`src/design/gsb_pkg.sv`:
```
// ----------------------------------------------------------------------------
// gsb_pkg
// Shared types, sizes and request codes of the gselect branch predictor.
// ----------------------------------------------------------------------------
package gsb_pkg;

    // Sizes of the predictor.
    localparam int TABLE_ENTRIES      = 1024;
    localparam int COUNTER_BITS       = 2;
    localparam int THREADS            = 4;
    localparam int INDEX_HISTORY_BITS = 4;

    // Fixed field widths of the request and result ports.
    localparam int KIND_W   = 3;
    localparam int THREAD_W = 2;
    localparam int PC_W     = 32;
    localparam int SNAP_W   = 10;
    localparam int SHIFT_W  = 2;

    // Index width is floor(log2(TABLE_ENTRIES)); history registers share it.
    localparam int IDX_W     = $clog2(TABLE_ENTRIES + 1) - 1;
    localparam int TBL_DEPTH = 2 ** IDX_W;
    localparam int CTR_W     = COUNTER_BITS;

    // History bits and PC bits that make up the gselect index.
    localparam int HIST_IDX_BITS = (INDEX_HISTORY_BITS > IDX_W) ? IDX_W : INDEX_HISTORY_BITS;
    localparam int PC_IDX_BITS   = IDX_W - HIST_IDX_BITS;
    localparam logic [31:0] HIST_SEL_MASK = (32'd1 << HIST_IDX_BITS) - 32'd1;
    localparam logic [31:0] PC_SEL_MASK   = (32'd1 << PC_IDX_BITS) - 32'd1;

    // One history slot for every code of the thread field.
    localparam int THREAD_SLOTS = 2 ** THREAD_W;

    // Reset value of the PC shift register.
    localparam logic [SHIFT_W-1:0] PC_SHIFT_RESET = 2'd2;

    // Request kinds.
    typedef enum logic [KIND_W-1:0] {
        KIND_LOOKUP      = 3'd0,
        KIND_UNCOND      = 3'd1,
        KIND_RESOLVE     = 3'd2,
        KIND_SQ_RESOLVE  = 3'd3,
        KIND_SQ_RESTORE  = 3'd4,
        KIND_BTB_MISS    = 3'd5
    } kind_t;

    // Controller states.
    typedef enum logic [1:0] {
        ST_CLEAR,
        ST_IDLE,
        ST_READ,
        ST_UPDATE
    } state_t;

    // Commands from the controller to the datapath.
    typedef struct packed {
        logic capture;
        logic read;
        logic update;
        logic clear;
    } cmd_t;

    // Status from the datapath to the controller.
    typedef struct packed {
        logic clear_last;
    } status_t;

endpackage

```
`src/design/gsb_ctrl.sv`:
```
// ----------------------------------------------------------------------------
// gsb_ctrl
// Controller of the predictor: table clearing pass, request capture and
// the read and update steps of each request.
// ----------------------------------------------------------------------------
module gsb_ctrl
    import gsb_pkg::*;
(
    input  logic    clk,
    input  logic    rst_n,
    input  logic    start,
    input  status_t status,
    output cmd_t    cmd,
    output logic    busy
);

    state_t state_reg;
    state_t state_next;

    // State register.
    always_ff @(posedge clk or negedge rst_n)
    begin
        if (!rst_n)
        begin
            state_reg <= ST_CLEAR;
        end
        else
        begin
            state_reg <= state_next;
        end
    end

    // Next-state logic.
    always_comb
    begin
        state_next = state_reg;
        case (state_reg)
            ST_CLEAR:
            begin
                if (status.clear_last)
                begin
                    state_next = ST_IDLE;
                end
            end
            ST_IDLE:
            begin
                if (start)
                begin
                    state_next = ST_READ;
                end
            end
            ST_READ:
            begin
                state_next = ST_UPDATE;
            end
            ST_UPDATE:
            begin
                state_next = ST_IDLE;
            end
            default:
            begin
                state_next = ST_CLEAR;
            end
        endcase
    end

    // Output logic.
    always_comb
    begin
        cmd  = '0;
        busy = 1'b1;
        case (state_reg)
            ST_CLEAR:
            begin
                cmd.clear = 1'b1;
            end
            ST_IDLE:
            begin
                busy        = 1'b0;
                cmd.capture = start;
            end
            ST_READ:
            begin
                cmd.read = 1'b1;
            end
            ST_UPDATE:
            begin
                cmd.update = 1'b1;
            end
            default:
            begin
                busy = 1'b1;
            end
        endcase
    end

endmodule

```
`src/design/gsb_datapath.sv`:
```
// ----------------------------------------------------------------------------
// gsb_datapath
// Datapath of the predictor: request registers, per-thread history,
// counter table with its clearing sweep, and the result registers.
// ----------------------------------------------------------------------------
module gsb_datapath
    import gsb_pkg::*;
(
    input  logic                clk,
    input  logic                rst_n,
    input  cmd_t                cmd,
    output status_t             status,
    input  logic [KIND_W-1:0]   kind,
    input  logic [THREAD_W-1:0] thread,
    input  logic [PC_W-1:0]     branch_pc,
    input  logic                taken,
    input  logic [SNAP_W-1:0]   saved_history,
    input  logic                cfg_we,
    input  logic [SHIFT_W-1:0]  cfg_wdata,
    output logic                done,
    output logic                prediction,
    output logic [SNAP_W-1:0]   history_snapshot
);

    // Captured request.
    logic [KIND_W-1:0]   kind_reg;
    logic [THREAD_W-1:0] thread_reg;
    logic [PC_W-1:0]     pc_reg;
    logic                taken_reg;
    logic [SNAP_W-1:0]   saved_reg;
    logic [IDX_W-1:0]    before_reg;
    logic                thread_ok_reg;

    // Architectural state.
    logic [SHIFT_W-1:0]  pc_shift_reg;
    logic [IDX_W-1:0]    history_reg [THREAD_SLOTS];
    logic [IDX_W-1:0]    clr_addr_reg;
    logic [CTR_W-1:0]    table_mem [TBL_DEPTH];
    logic [CTR_W-1:0]    rdata_reg;

    // Results.
    logic                done_reg;
    logic                prediction_reg;
    logic [SNAP_W-1:0]   snapshot_reg;

    logic                thread_ok;
    logic [IDX_W-1:0]    idx_hist;
    logic [31:0]         pc_shifted;
    logic [IDX_W-1:0]    idx;
    logic                ctr_we;
    logic                mem_we;
    logic [IDX_W-1:0]    mem_waddr;
    logic [CTR_W-1:0]    mem_wdata;
    logic [CTR_W-1:0]    ctr_new;
    logic                pred;
    logic                hist_we;
    logic [IDX_W-1:0]    hist_new;

    assign thread_ok = (32'(thread) < 32'(THREADS));

    // Request capture on an input transfer.
    always_ff @(posedge clk)
    begin
        if (cmd.capture)
        begin
            kind_reg      <= kind;
            thread_reg    <= thread;
            pc_reg        <= branch_pc;
            taken_reg     <= taken;
            saved_reg     <= saved_history;
            thread_ok_reg <= thread_ok;
            before_reg    <= thread_ok ? history_reg[thread] : '0;
        end
    end

    // Configuration register.
    always_ff @(posedge clk or negedge rst_n)
    begin
        if (!rst_n)
        begin
            pc_shift_reg <= PC_SHIFT_RESET;
        end
        else if (cfg_we)
        begin
            pc_shift_reg <= cfg_wdata;
        end
    end

    // Table index: low history bits above the shifted PC bits.
    assign idx_hist   = (kind_reg == KIND_RESOLVE) ? IDX_W'(saved_reg) : before_reg;
    assign pc_shifted = pc_reg >> pc_shift_reg;
    assign idx = IDX_W'(((32'(idx_hist) & HIST_SEL_MASK) << PC_IDX_BITS)
                        | (pc_shifted & PC_SEL_MASK));

    // Saturating counter step for a resolve update.
    always_comb
    begin
        ctr_new = rdata_reg;
        if (taken_reg)
        begin
            if (rdata_reg != {CTR_W{1'b1}})
            begin
                ctr_new = rdata_reg + CTR_W'(1);
            end
        end
        else if (rdata_reg != '0)
        begin
            ctr_new = rdata_reg - CTR_W'(1);
        end
    end

    // Per-kind effect of the update step.
    always_comb
    begin
        pred     = 1'b0;
        hist_we  = 1'b0;
        hist_new = before_reg;
        ctr_we   = 1'b0;
        case (kind_reg)
            KIND_LOOKUP:
            begin
                pred     = rdata_reg[CTR_W-1];
                hist_we  = 1'b1;
                hist_new = IDX_W'({before_reg, rdata_reg[CTR_W-1]});
            end
            KIND_UNCOND:
            begin
                pred     = 1'b1;
                hist_we  = 1'b1;
                hist_new = IDX_W'({before_reg, 1'b1});
            end
            KIND_RESOLVE:
            begin
                ctr_we = 1'b1;
            end
            KIND_SQ_RESOLVE:
            begin
                hist_we  = 1'b1;
                hist_new = IDX_W'({saved_reg, taken_reg});
            end
            KIND_SQ_RESTORE:
            begin
                hist_we  = 1'b1;
                hist_new = IDX_W'(saved_reg);
            end
            KIND_BTB_MISS:
            begin
                hist_we  = 1'b1;
                hist_new = before_reg & ~IDX_W'(1);
            end
            default:
            begin
                pred = 1'b0;
            end
        endcase
    end

    // History registers, written at the end of the update step.
    always_ff @(posedge clk or negedge rst_n)
    begin
        if (!rst_n)
        begin
            for (int i = 0; i < THREAD_SLOTS; i++)
            begin
                history_reg[i] <= '0;
            end
        end
        else if (cmd.update && hist_we && thread_ok_reg)
        begin
            history_reg[thread_reg] <= hist_new;
        end
    end

    // Clearing sweep address.
    always_ff @(posedge clk or negedge rst_n)
    begin
        if (!rst_n)
        begin
            clr_addr_reg <= '0;
        end
        else if (cmd.clear)
        begin
            clr_addr_reg <= clr_addr_reg + IDX_W'(1);
        end
    end

    assign status.clear_last = (clr_addr_reg == {IDX_W{1'b1}});

    // Table write port: clearing sweep or counter update.
    always_comb
    begin
        if (cmd.clear)
        begin
            mem_we    = 1'b1;
            mem_waddr = clr_addr_reg;
            mem_wdata = '0;
        end
        else
        begin
            mem_we    = cmd.update && ctr_we && thread_ok_reg;
            mem_waddr = idx;
            mem_wdata = ctr_new;
        end
    end

    // Counter table with registered read.
    always_ff @(posedge clk)
    begin
        if (mem_we)
        begin
            table_mem[mem_waddr] <= mem_wdata;
        end
        if (cmd.read)
        begin
            rdata_reg <= table_mem[idx];
        end
    end

    // Result strobe.
    always_ff @(posedge clk or negedge rst_n)
    begin
        if (!rst_n)
        begin
            done_reg <= 1'b0;
        end
        else
        begin
            done_reg <= cmd.update;
        end
    end

    // Result payload.
    always_ff @(posedge clk)
    begin
        if (cmd.update)
        begin
            prediction_reg <= thread_ok_reg & pred;
            snapshot_reg   <= SNAP_W'(before_reg);
        end
    end

    assign done             = done_reg;
    assign prediction       = prediction_reg;
    assign history_snapshot = snapshot_reg;

endmodule

```
`src/design/gselect_branch_predictor.sv`:
```
// ----------------------------------------------------------------------------
// gselect_branch_predictor
// Gselect direction predictor with per-thread global history.
// ----------------------------------------------------------------------------
// A request is transferred at a rising edge where start is high and busy is
// low. Its fields are kind, thread, branch_pc, taken and saved_history.
// Every request gives exactly one result: prediction and history_snapshot,
// marked by done for one cycle. The receiver cannot stall; results are
// simply presented and must be taken.
// Busy is high while a transferred request is read and updated, so the block
// takes no new request before it is through with the last one. The three
// steps are capture, counter table read and counter read-modify-write with
// history update. The PC shift register is written through cfg_we and
// cfg_wdata; the user must write it only while idle, the block itself does
// not enforce this. After reset every history register is zero, the PC
// shift is 2, and the counter table is cleared by a sweep of one entry per
// cycle over all 1024 entries, during which busy stays high.
// ----------------------------------------------------------------------------
module gselect_branch_predictor
    import gsb_pkg::*;
(
    input  logic                clk,
    input  logic                rst_n,
    input  logic                start,
    output logic                busy,
    input  logic [KIND_W-1:0]   kind,
    input  logic [THREAD_W-1:0] thread,
    input  logic [PC_W-1:0]     branch_pc,
    input  logic                taken,
    input  logic [SNAP_W-1:0]   saved_history,
    input  logic                cfg_we,
    input  logic [SHIFT_W-1:0]  cfg_wdata,
    output logic                done,
    output logic                prediction,
    output logic [SNAP_W-1:0]   history_snapshot
);

    cmd_t    cmd;
    status_t status;

    // Sequencer.
    gsb_ctrl u_ctrl (
        .clk    (clk),
        .rst_n  (rst_n),
        .start  (start),
        .status (status),
        .cmd    (cmd),
        .busy   (busy)
    );

    // History, counter table and results.
    gsb_datapath u_datapath (
        .clk              (clk),
        .rst_n            (rst_n),
        .cmd              (cmd),
        .status           (status),
        .kind             (kind),
        .thread           (thread),
        .branch_pc        (branch_pc),
        .taken            (taken),
        .saved_history    (saved_history),
        .cfg_we           (cfg_we),
        .cfg_wdata        (cfg_wdata),
        .done             (done),
        .prediction       (prediction),
        .history_snapshot (history_snapshot)
    );

endmodule

```
`config.mk`:
```
export PLATFORM = sky130hd
export DESIGN_NAME = gselect_branch_predictor
export DESIGN_NICKNAME = d
export VERILOG_FILES = /design/src/design/gsb_pkg.sv /design/src/design/gsb_ctrl.sv /design/src/design/gsb_datapath.sv /design/src/design/gselect_branch_predictor.sv
export SDC_FILE = /design/constraint.sdc
export NUM_CORES = 2
export LEC_CHECK = 0
export BUFFER_PORTS_ARGS = -buffer_cell sky130_fd_sc_hd__buf_2
export CAP_MARGIN = 20
export CORE_UTILIZATION = 50
export CTS_CLUSTER_DIAMETER = 60
export DETAILED_ROUTE_END_ITERATION = 8
export MAX_ROUTING_LAYER = met4
export PLACE_DENSITY = 0.74
export SLEW_MARGIN = 30
export SYNTH_ARGS = -nofsm -noshare
export SYNTH_HDL_FRONTEND = slang
export SYNTH_SLANG_ARGS = --single-unit
```
`constraint.sdc`:
```
create_clock -name clk -period 62.2 [get_ports clk]
set_clock_uncertainty 0.1 [all_clocks]
set_input_delay 12.44 -clock clk [delete_from_list [all_inputs] [get_ports clk]]
set_output_delay 12.44 -clock clk [all_outputs]
set_load 0.03 [all_outputs]
```
### Word level (Yosys, flattened, before mapping)

Memories as Yosys holds them, arrays and structs flattened. A register that Yosys moved wholly into a read port is not among the register bits.
Index checks and enable logic that the tools add are counted.

* register bits: 124
* bits in writable memories: 2048
* input port bits: 54
* output and inout bits: 13
* logic and storage cells: 74
* memories: 1

Memory list
* u_datapath.table_mem: words 1024, bits a word 2, rd ports 1, clocked after Yosys merged registers in 1, write ports 1, line gsb_datapath.sv:38 `logic [CTR_W-1:0] table_mem [TBL_DEPTH];`

* $add $sub $neg: 3
* magnitude comparators: 3
* equal/unequal tests: 12
* shifts and indexed selects: 1
* muxes and demuxes: 27
* bitwise logic cells: 3
* reduce and logical (&&, ||, !) cells: 8

Operators with widths (number)
* 10-bit one-hot mux with 5 select lines: 1
* 40-bit bitwise mux: 1
* 10-bit 2-to-1 mux: 4
* 32-bit by 2-bit >> shifter with 6-bit output: 1
* 10-bit binary-select mux with 2-bit select: 1
* 10-bit demux with 2-bit select: 1
* 2-bit 2-to-1 mux: 6
* 10-bit by 1-bit adder with 10-bit output, second input constant: 1
* 10-bit == test, second input constant: 1
* 1-bit 2-to-1 mux: 10
* 10-bit by 6-bit OR with 10-bit output: 1
* 2-bit one-hot mux with 4 select lines: 1
* 3-bit by 2-bit == test with 1-bit output, second input constant: 2
* 3-bit == test, second input constant: 2
* 3-bit >= comparator, second input constant: 2
* 2-bit inequality test, second input constant: 3
* 2-bit inverter with 3-bit output: 2
* 5-bit OR reduction: 1
* 2-bit == test, second input constant: 2
* 4-bit 2-to-1 mux: 1
* 3-bit by 1-bit == test with 1-bit output, second input constant: 1
* 1-bit logical AND: 3
* 3-bit zero test: 1
* 3-bit by 1-bit less-than comparator with 1-bit output, second input constant: 1
* 7 further kinds: 7

### Longest topological paths before layout

* depth after elaboration: 6
* depth in mapped cells: 15
* depth with buffers taken out: 9

### Modules after synthesis

A second synthesis with hierarchy kept.

* cell total of the unflattened synthesis: 6134
* area, all modules: 90071.4 um^2

Modules (own cells, without submodules)
* gsb_datapath: times used 1, cells each 6118, area an instance 89905.0 um^2, seq. area each 64267.9 um^2
* gsb_ctrl: times used 1, cells each 16, area an instance 166.4 um^2, seq. area each 50.0 um^2

### Worst setup path before layout

OpenSTA, ideal clock, no wires.

* path type: register to register
* start: register u_ctrl.state_reg[0]
* end: memory u_datapath.table_mem[0][0] (netlist name), data pin
* setup time: 5.681 ns
* data arrival time: 28.706 ns
* data required time: 56.419 ns
* setup slack: 27.713 ns
* stages on the path, launching flop included: 8
* period minus slack after synthesis: 34.487 ns
* cell sequence: dfrtp_1 inv_1 ha_1 clkbuf_1 buf_1 clkbuf_1 buf_1 a21oi_1

* word-level cells in the longest chain between the ends: 3

RTL lines
* start, declared: line gsb_ctrl.sv:17 `state_t state_reg;`
* start signal, assigned: line gsb_ctrl.sv:29 `state_reg <= state_next;`
* 2-bit zero test: line gsb_ctrl.sv:72 `case (state_reg)`
* 1-bit 2-to-1 mux: line gsb_ctrl.sv:72
* 2-bit 2-to-1 mux: line gsb_datapath.sv:192 `if (cmd.clear)`
* named net u_datapath.mem_wdata[0]: line gsb_datapath.sv:53 `logic [CTR_W-1:0] mem_wdata;`
* end, declared: line gsb_datapath.sv:38

The timed path passes the listed nets, and every way through them passes these cells.

### Worst setup path after layout

* start: register u_ctrl.state_reg[1]
* end: output busy

* word-level cells in the longest chain between the ends: 2

RTL lines
* 2-bit by 1-bit == test with 1-bit output: line gsb_ctrl.sv:72
* 1-bit 2-to-1 mux: line gsb_ctrl.sv:72
* end, declared: line gselect_branch_predictor.sv:25 `output logic busy,`

No other way between the ends.

==> out/metrics.cfg <==
[logic_synthesis]
yosysSeqAreaShare = 0.706
ys_ff_latch = 2151
share_of_the_synthesized_area_in_compound_gates_ao_oa_aoi_oai = 0.0759
synth_enable_flop_cells = 2096
synthXorXnorAreaFrac = 0.000865
postSynthCellCount = 6770
async_flop_share = 0.0256
synth_area_per_cell_um2 = 13.5
synthesis.area_mm2 = 0.0911
post_synth_num_cell_types = 83
syn_nets = 6829
postSynth.topFlopCell = sky130_fd_sc_hd__edfxtp_1
synth_top_family_by_area = simple AND/OR/NAND/NOR gates
synth_warnings = 0
synthSimpleGateAreaFrac = 0.115
synth_adder_area_share = 0.000686
synth.mux.area_fraction = 0.0723

[floorplan]
die_height_um = 429
ioPinCount = 67
initial_utilization = 0.504
fp-row-count = 156
die_area_mm2 = 0.184
placeableCoreArea_mm2 = 0.181
fp.dieW_um = 429

[setup_path]
path_buf_inv = 3
length_in_cells_of_the_worst_reg_to_reg_path = 11
critPathMostFrequentCell = sky130_fd_sc_hd__inv_1
worstPathCellList = inv_1 -> ha_1 -> inv_1 -> buf_2
end_kind = output pin
cpMaxStageDelayCell = sky130_fd_sc_hd__dfrtp_1
cp_max_fo = 4
kind_of_start_point_of_the_critical_path = flop
timing.critical_path.slowest_cell_delay_ps = 390
critical-path-top-delay-family = flip-flops
critical_path_required_ps = 49660
cp.depth = 4
setup.worst_path.class = reg -> out
r2r-start = u_datapath.pc_shift_reg[1]$_DFFE_PN1P_
worstReg2RegEnd = u_datapath.rdata_reg[0]$_DFFE_PN_
critical_path_arrival_ps = 1820
worst-r2r-setup-slack_ps = 54830

[final_layout]
layout.nets = 6683
syn_to_final_growth_pct = 9.68
drive_gt1_frac = 0.0937
final_core_utilization = 0.552
layout.cells.non_filler = 9193
largest_register_ffs = 2048

[timing]
timing_worst_slew_pin_value_ps = 1170
fmax_ghz = 0.0697
timing.final.hold_violations = 0
grt_setup_unrepaired = no
timing.final.crit_period_ps = 14360
part_of_the_cycle_the_worst_path_needs = 0.231
timing.final.setup_violations = 0
relSlewSlack = 0.219
whs_ps = 382
tns_ps = 0
number_of_pins_exceeding_their_max_slew_limit_in_the_final_report = 0

[clocking]
post_cts.resized_instances = 0
cts.reportedPaths.clkPinSlew_ps = 60
tritoncts = yes
maximum_level_of_the_cts_h_tree = 4
clkLatencyLatePin_ps = 880
cts_made_buffers = 206
cts_root_buf = sky130_fd_sc_hd__clkbuf_16
cts_setup_buffers = 0
cts_buffer_depth = 3
cts-hold-fix-buffers = 0
clkSinkCount = 2151

[pwr]
power.ir.vdd_worst_uv = 35.2
pwr_density_cell_mw_per_mm2 = 41.1
total_power_mw = 4.11
power.static_leakage_nw = 32.1

[detailed_routing]
detail-route-antenna-nets = 0
detailroute.via_count = 60800
post_drt_wl_per_cell_um = 29.8
finalWirelength_mm = 274
remaining_drc_errors = 0
avgViaCountPerCell = 6.62
dr.pass1.iters = 8
drt-initial-drc-count = 10700

[min_path]
worstHoldStart = u_datapath.history_reg[18]$_DFFE_PN0P_
min_path_cells = 2
hold_path_sink = u_datapath.history_reg[18]$_DFFE_PN0P_
min-delay-path-class = reg -> reg

[place]
gp_congestion = 0.957
numPlacedInstances = 8779
half_perimeter_wire_length_of_the_detailed_placement_result_mm = 151
io_buffer_count = 43

[status]
run_status = completed

[global_route]
globalRouteTotalUtil = 0.301
grt-ovfl-total = 0
grt_antenna_before_repair = 13
first_global_vias = 58100
largest_net_degree_at_the_start_of_global_routing = 261
grt_first_pass_wirelength_mm = 393

[flow_run]
max_cap_violations = 0

synthesized netlist by cell type, types with 14 or more instances:
| library cell | instances | area share |
|---|---|---|
| sky130_fd_sc_hd__edfxtp_1 | 2096 | 0.69 |
| sky130_fd_sc_hd__nor2_1 | 1090 | 0.045 |
| sky130_fd_sc_hd__nand2_1 | 841 | 0.035 |
| sky130_fd_sc_hd__mux2i_1 | 541 | 0.059 |
| sky130_fd_sc_hd__clkbuf_1 | 270 | 0.011 |
| sky130_fd_sc_hd__buf_2 | 173 | 0.0095 |
| sky130_fd_sc_hd__a211oi_1 | 164 | 0.014 |
| sky130_fd_sc_hd__nor2b_1 | 135 | 0.0093 |
| sky130_fd_sc_hd__nand3_1 | 128 | 0.0070 |
| sky130_fd_sc_hd__a21oi_1 | 117 | 0.0064 |
| sky130_fd_sc_hd__o22ai_1 | 109 | 0.0075 |
| sky130_fd_sc_hd__a311oi_1 | 107 | 0.010 |
| sky130_fd_sc_hd__nor3_1 | 97 | 0.0053 |
| sky130_fd_sc_hd__o21ai_0 | 86 | 0.0047 |
| sky130_fd_sc_hd__a31oi_1 | 83 | 0.0057 |
| sky130_fd_sc_hd__o221ai_1 | 77 | 0.0074 |
| sky130_fd_sc_hd__buf_4 | 56 | 0.0046 |
| sky130_fd_sc_hd__dfrtp_1 | 54 | 0.015 |
| sky130_fd_sc_hd__mux2_2 | 38 | 0.0047 |
| sky130_fd_sc_hd__and3_1 | 36 | 0.0025 |
| sky130_fd_sc_hd__a32oi_1 | 34 | 0.0033 |
| sky130_fd_sc_hd__nor4_1 | 34 | 0.0023 |
| sky130_fd_sc_hd__nand4_1 | 31 | 0.0021 |
| sky130_fd_sc_hd__mux4_2 | 29 | 0.0072 |
| sky130_fd_sc_hd__a221oi_1 | 28 | 0.0027 |
| sky130_fd_sc_hd__buf_1 | 26 | 0.0011 |
| sky130_fd_sc_hd__buf_6 | 26 | 0.0032 |
| sky130_fd_sc_hd__a22oi_1 | 23 | 0.0019 |
| sky130_fd_sc_hd__or3_1 | 22 | 0.0015 |
| sky130_fd_sc_hd__or4_1 | 20 | 0.0016 |
| sky130_fd_sc_hd__a2111oi_0 | 17 | 0.0016 |
| sky130_fd_sc_hd__o211ai_1 | 14 | 0.0012 |
power breakdown:
part / leakage, nW / internal, mW / switching [mW]
Clock: 3.11 / 0.666 / 0.542
Sequential: 19.6 / 1.83 / 0.0193
Combinational: 9.42 / 0.246 / 0.804
Total: 32.1 / 2.74 / 1.37
through the flow:
step / setup WS [ps] / area, µm²
after global placement: 48480 / 93200
after detailed placement: 48450 / 93300
final: 47840 / 100000
after global routing: 47770 / 99900
after CTS: 47800 / 99700
after floorplan: 27710 / 91100
layout by cell type (no fill, tap or decap), drive strengths merged, types with 12 or more instances in the layout:
cell type / n
a32oi: 34
mux2: 38
a311oi: 108
o22ai: 109
o211ai: 14
nand3: 128
a31oi: 83
nor4: 34
nor3: 97
clkbuf: 263
or4: 20
a22oi: 23
mux4: 29
a221oi: 31
edfxtp: 2096
dfrtp: 54
a2111oi: 19
a311o: 12
or3: 22
a211oi: 167
nor2b: 135
a21oi: 117
nor2: 1090
o221ai: 80
nand4: 31
buf: 197
diode: 24
clkinv: 94
mux2i: 546
nand2: 841
o21ai: 97
inv: 17
and3: 36
metal layers:
layer	GRT usage	wire, µm	share of wire
met5	-	0	0
met4	0.166	17600	0.064
met3	0.0754	37400	0.14
met2	0.445	122000	0.45
met1	0.383	96200	0.35
how the worst max path moves through the flow:
stage	slack, ps	from	end
finish	47840	u_ctrl.state_reg[1]$_DFFE_PN0P_	busy
global route	47770	u_ctrl.state_reg[1]$_DFFE_PN0P_	busy
CTS	47800	u_ctrl.state_reg[1]$_DFFE_PN0P_	busy
detailed placement	48450	thread[0]	u_datapath.before_reg[7]$_DFFE_PP_
global placement	48480	thread[0]	u_datapath.before_reg[3]$_DFFE_PP_
floorplan	27710	u_ctrl.state_reg[0]$_DFFE_PN0P_	u_datapath.table_mem[0][0]$_DFFE_PP_
worst min-delay path, delay by kind of cell, from the launching register on:
| kind | cells | cell delay [ps] |
|---|---|---|
| AND/OR/NAND/NOR | 1 | 40 |
| flip-flops | 1 | 340 |
| AO/OA/AOI/OAI | 1 | 60 |
cell type report:
cell class / instances / area (µm²)
timing repair buffer: 197 / 1710
fill: 14100 / 81000
inverter: 10 / 37.5
clock inverter: 120 / 962
clock buffer: 263 / 5460
sequential: 2151 / 64300
multi-input combinational: 4058 / 24400
antenna: 24 / 60.1
tap: 2370 / 2970
cells by family (layout without fill, tap and decap cells):
family / after synthesis / count (layout)
AND/OR/NAND/NOR: 2476 / 2476
XOR/XNOR: 9 / 9
AO/OA/AOI/OAI: 955 / 955
adder cells (fa/ha/maj): 5 / 5
multiplexers: 613 / 613
buffers and inverters: 561 / 590
flip-flops: 2151 / 2151
other: 0 / 24
Note: power is estimated with default switching activity, not from simulation.
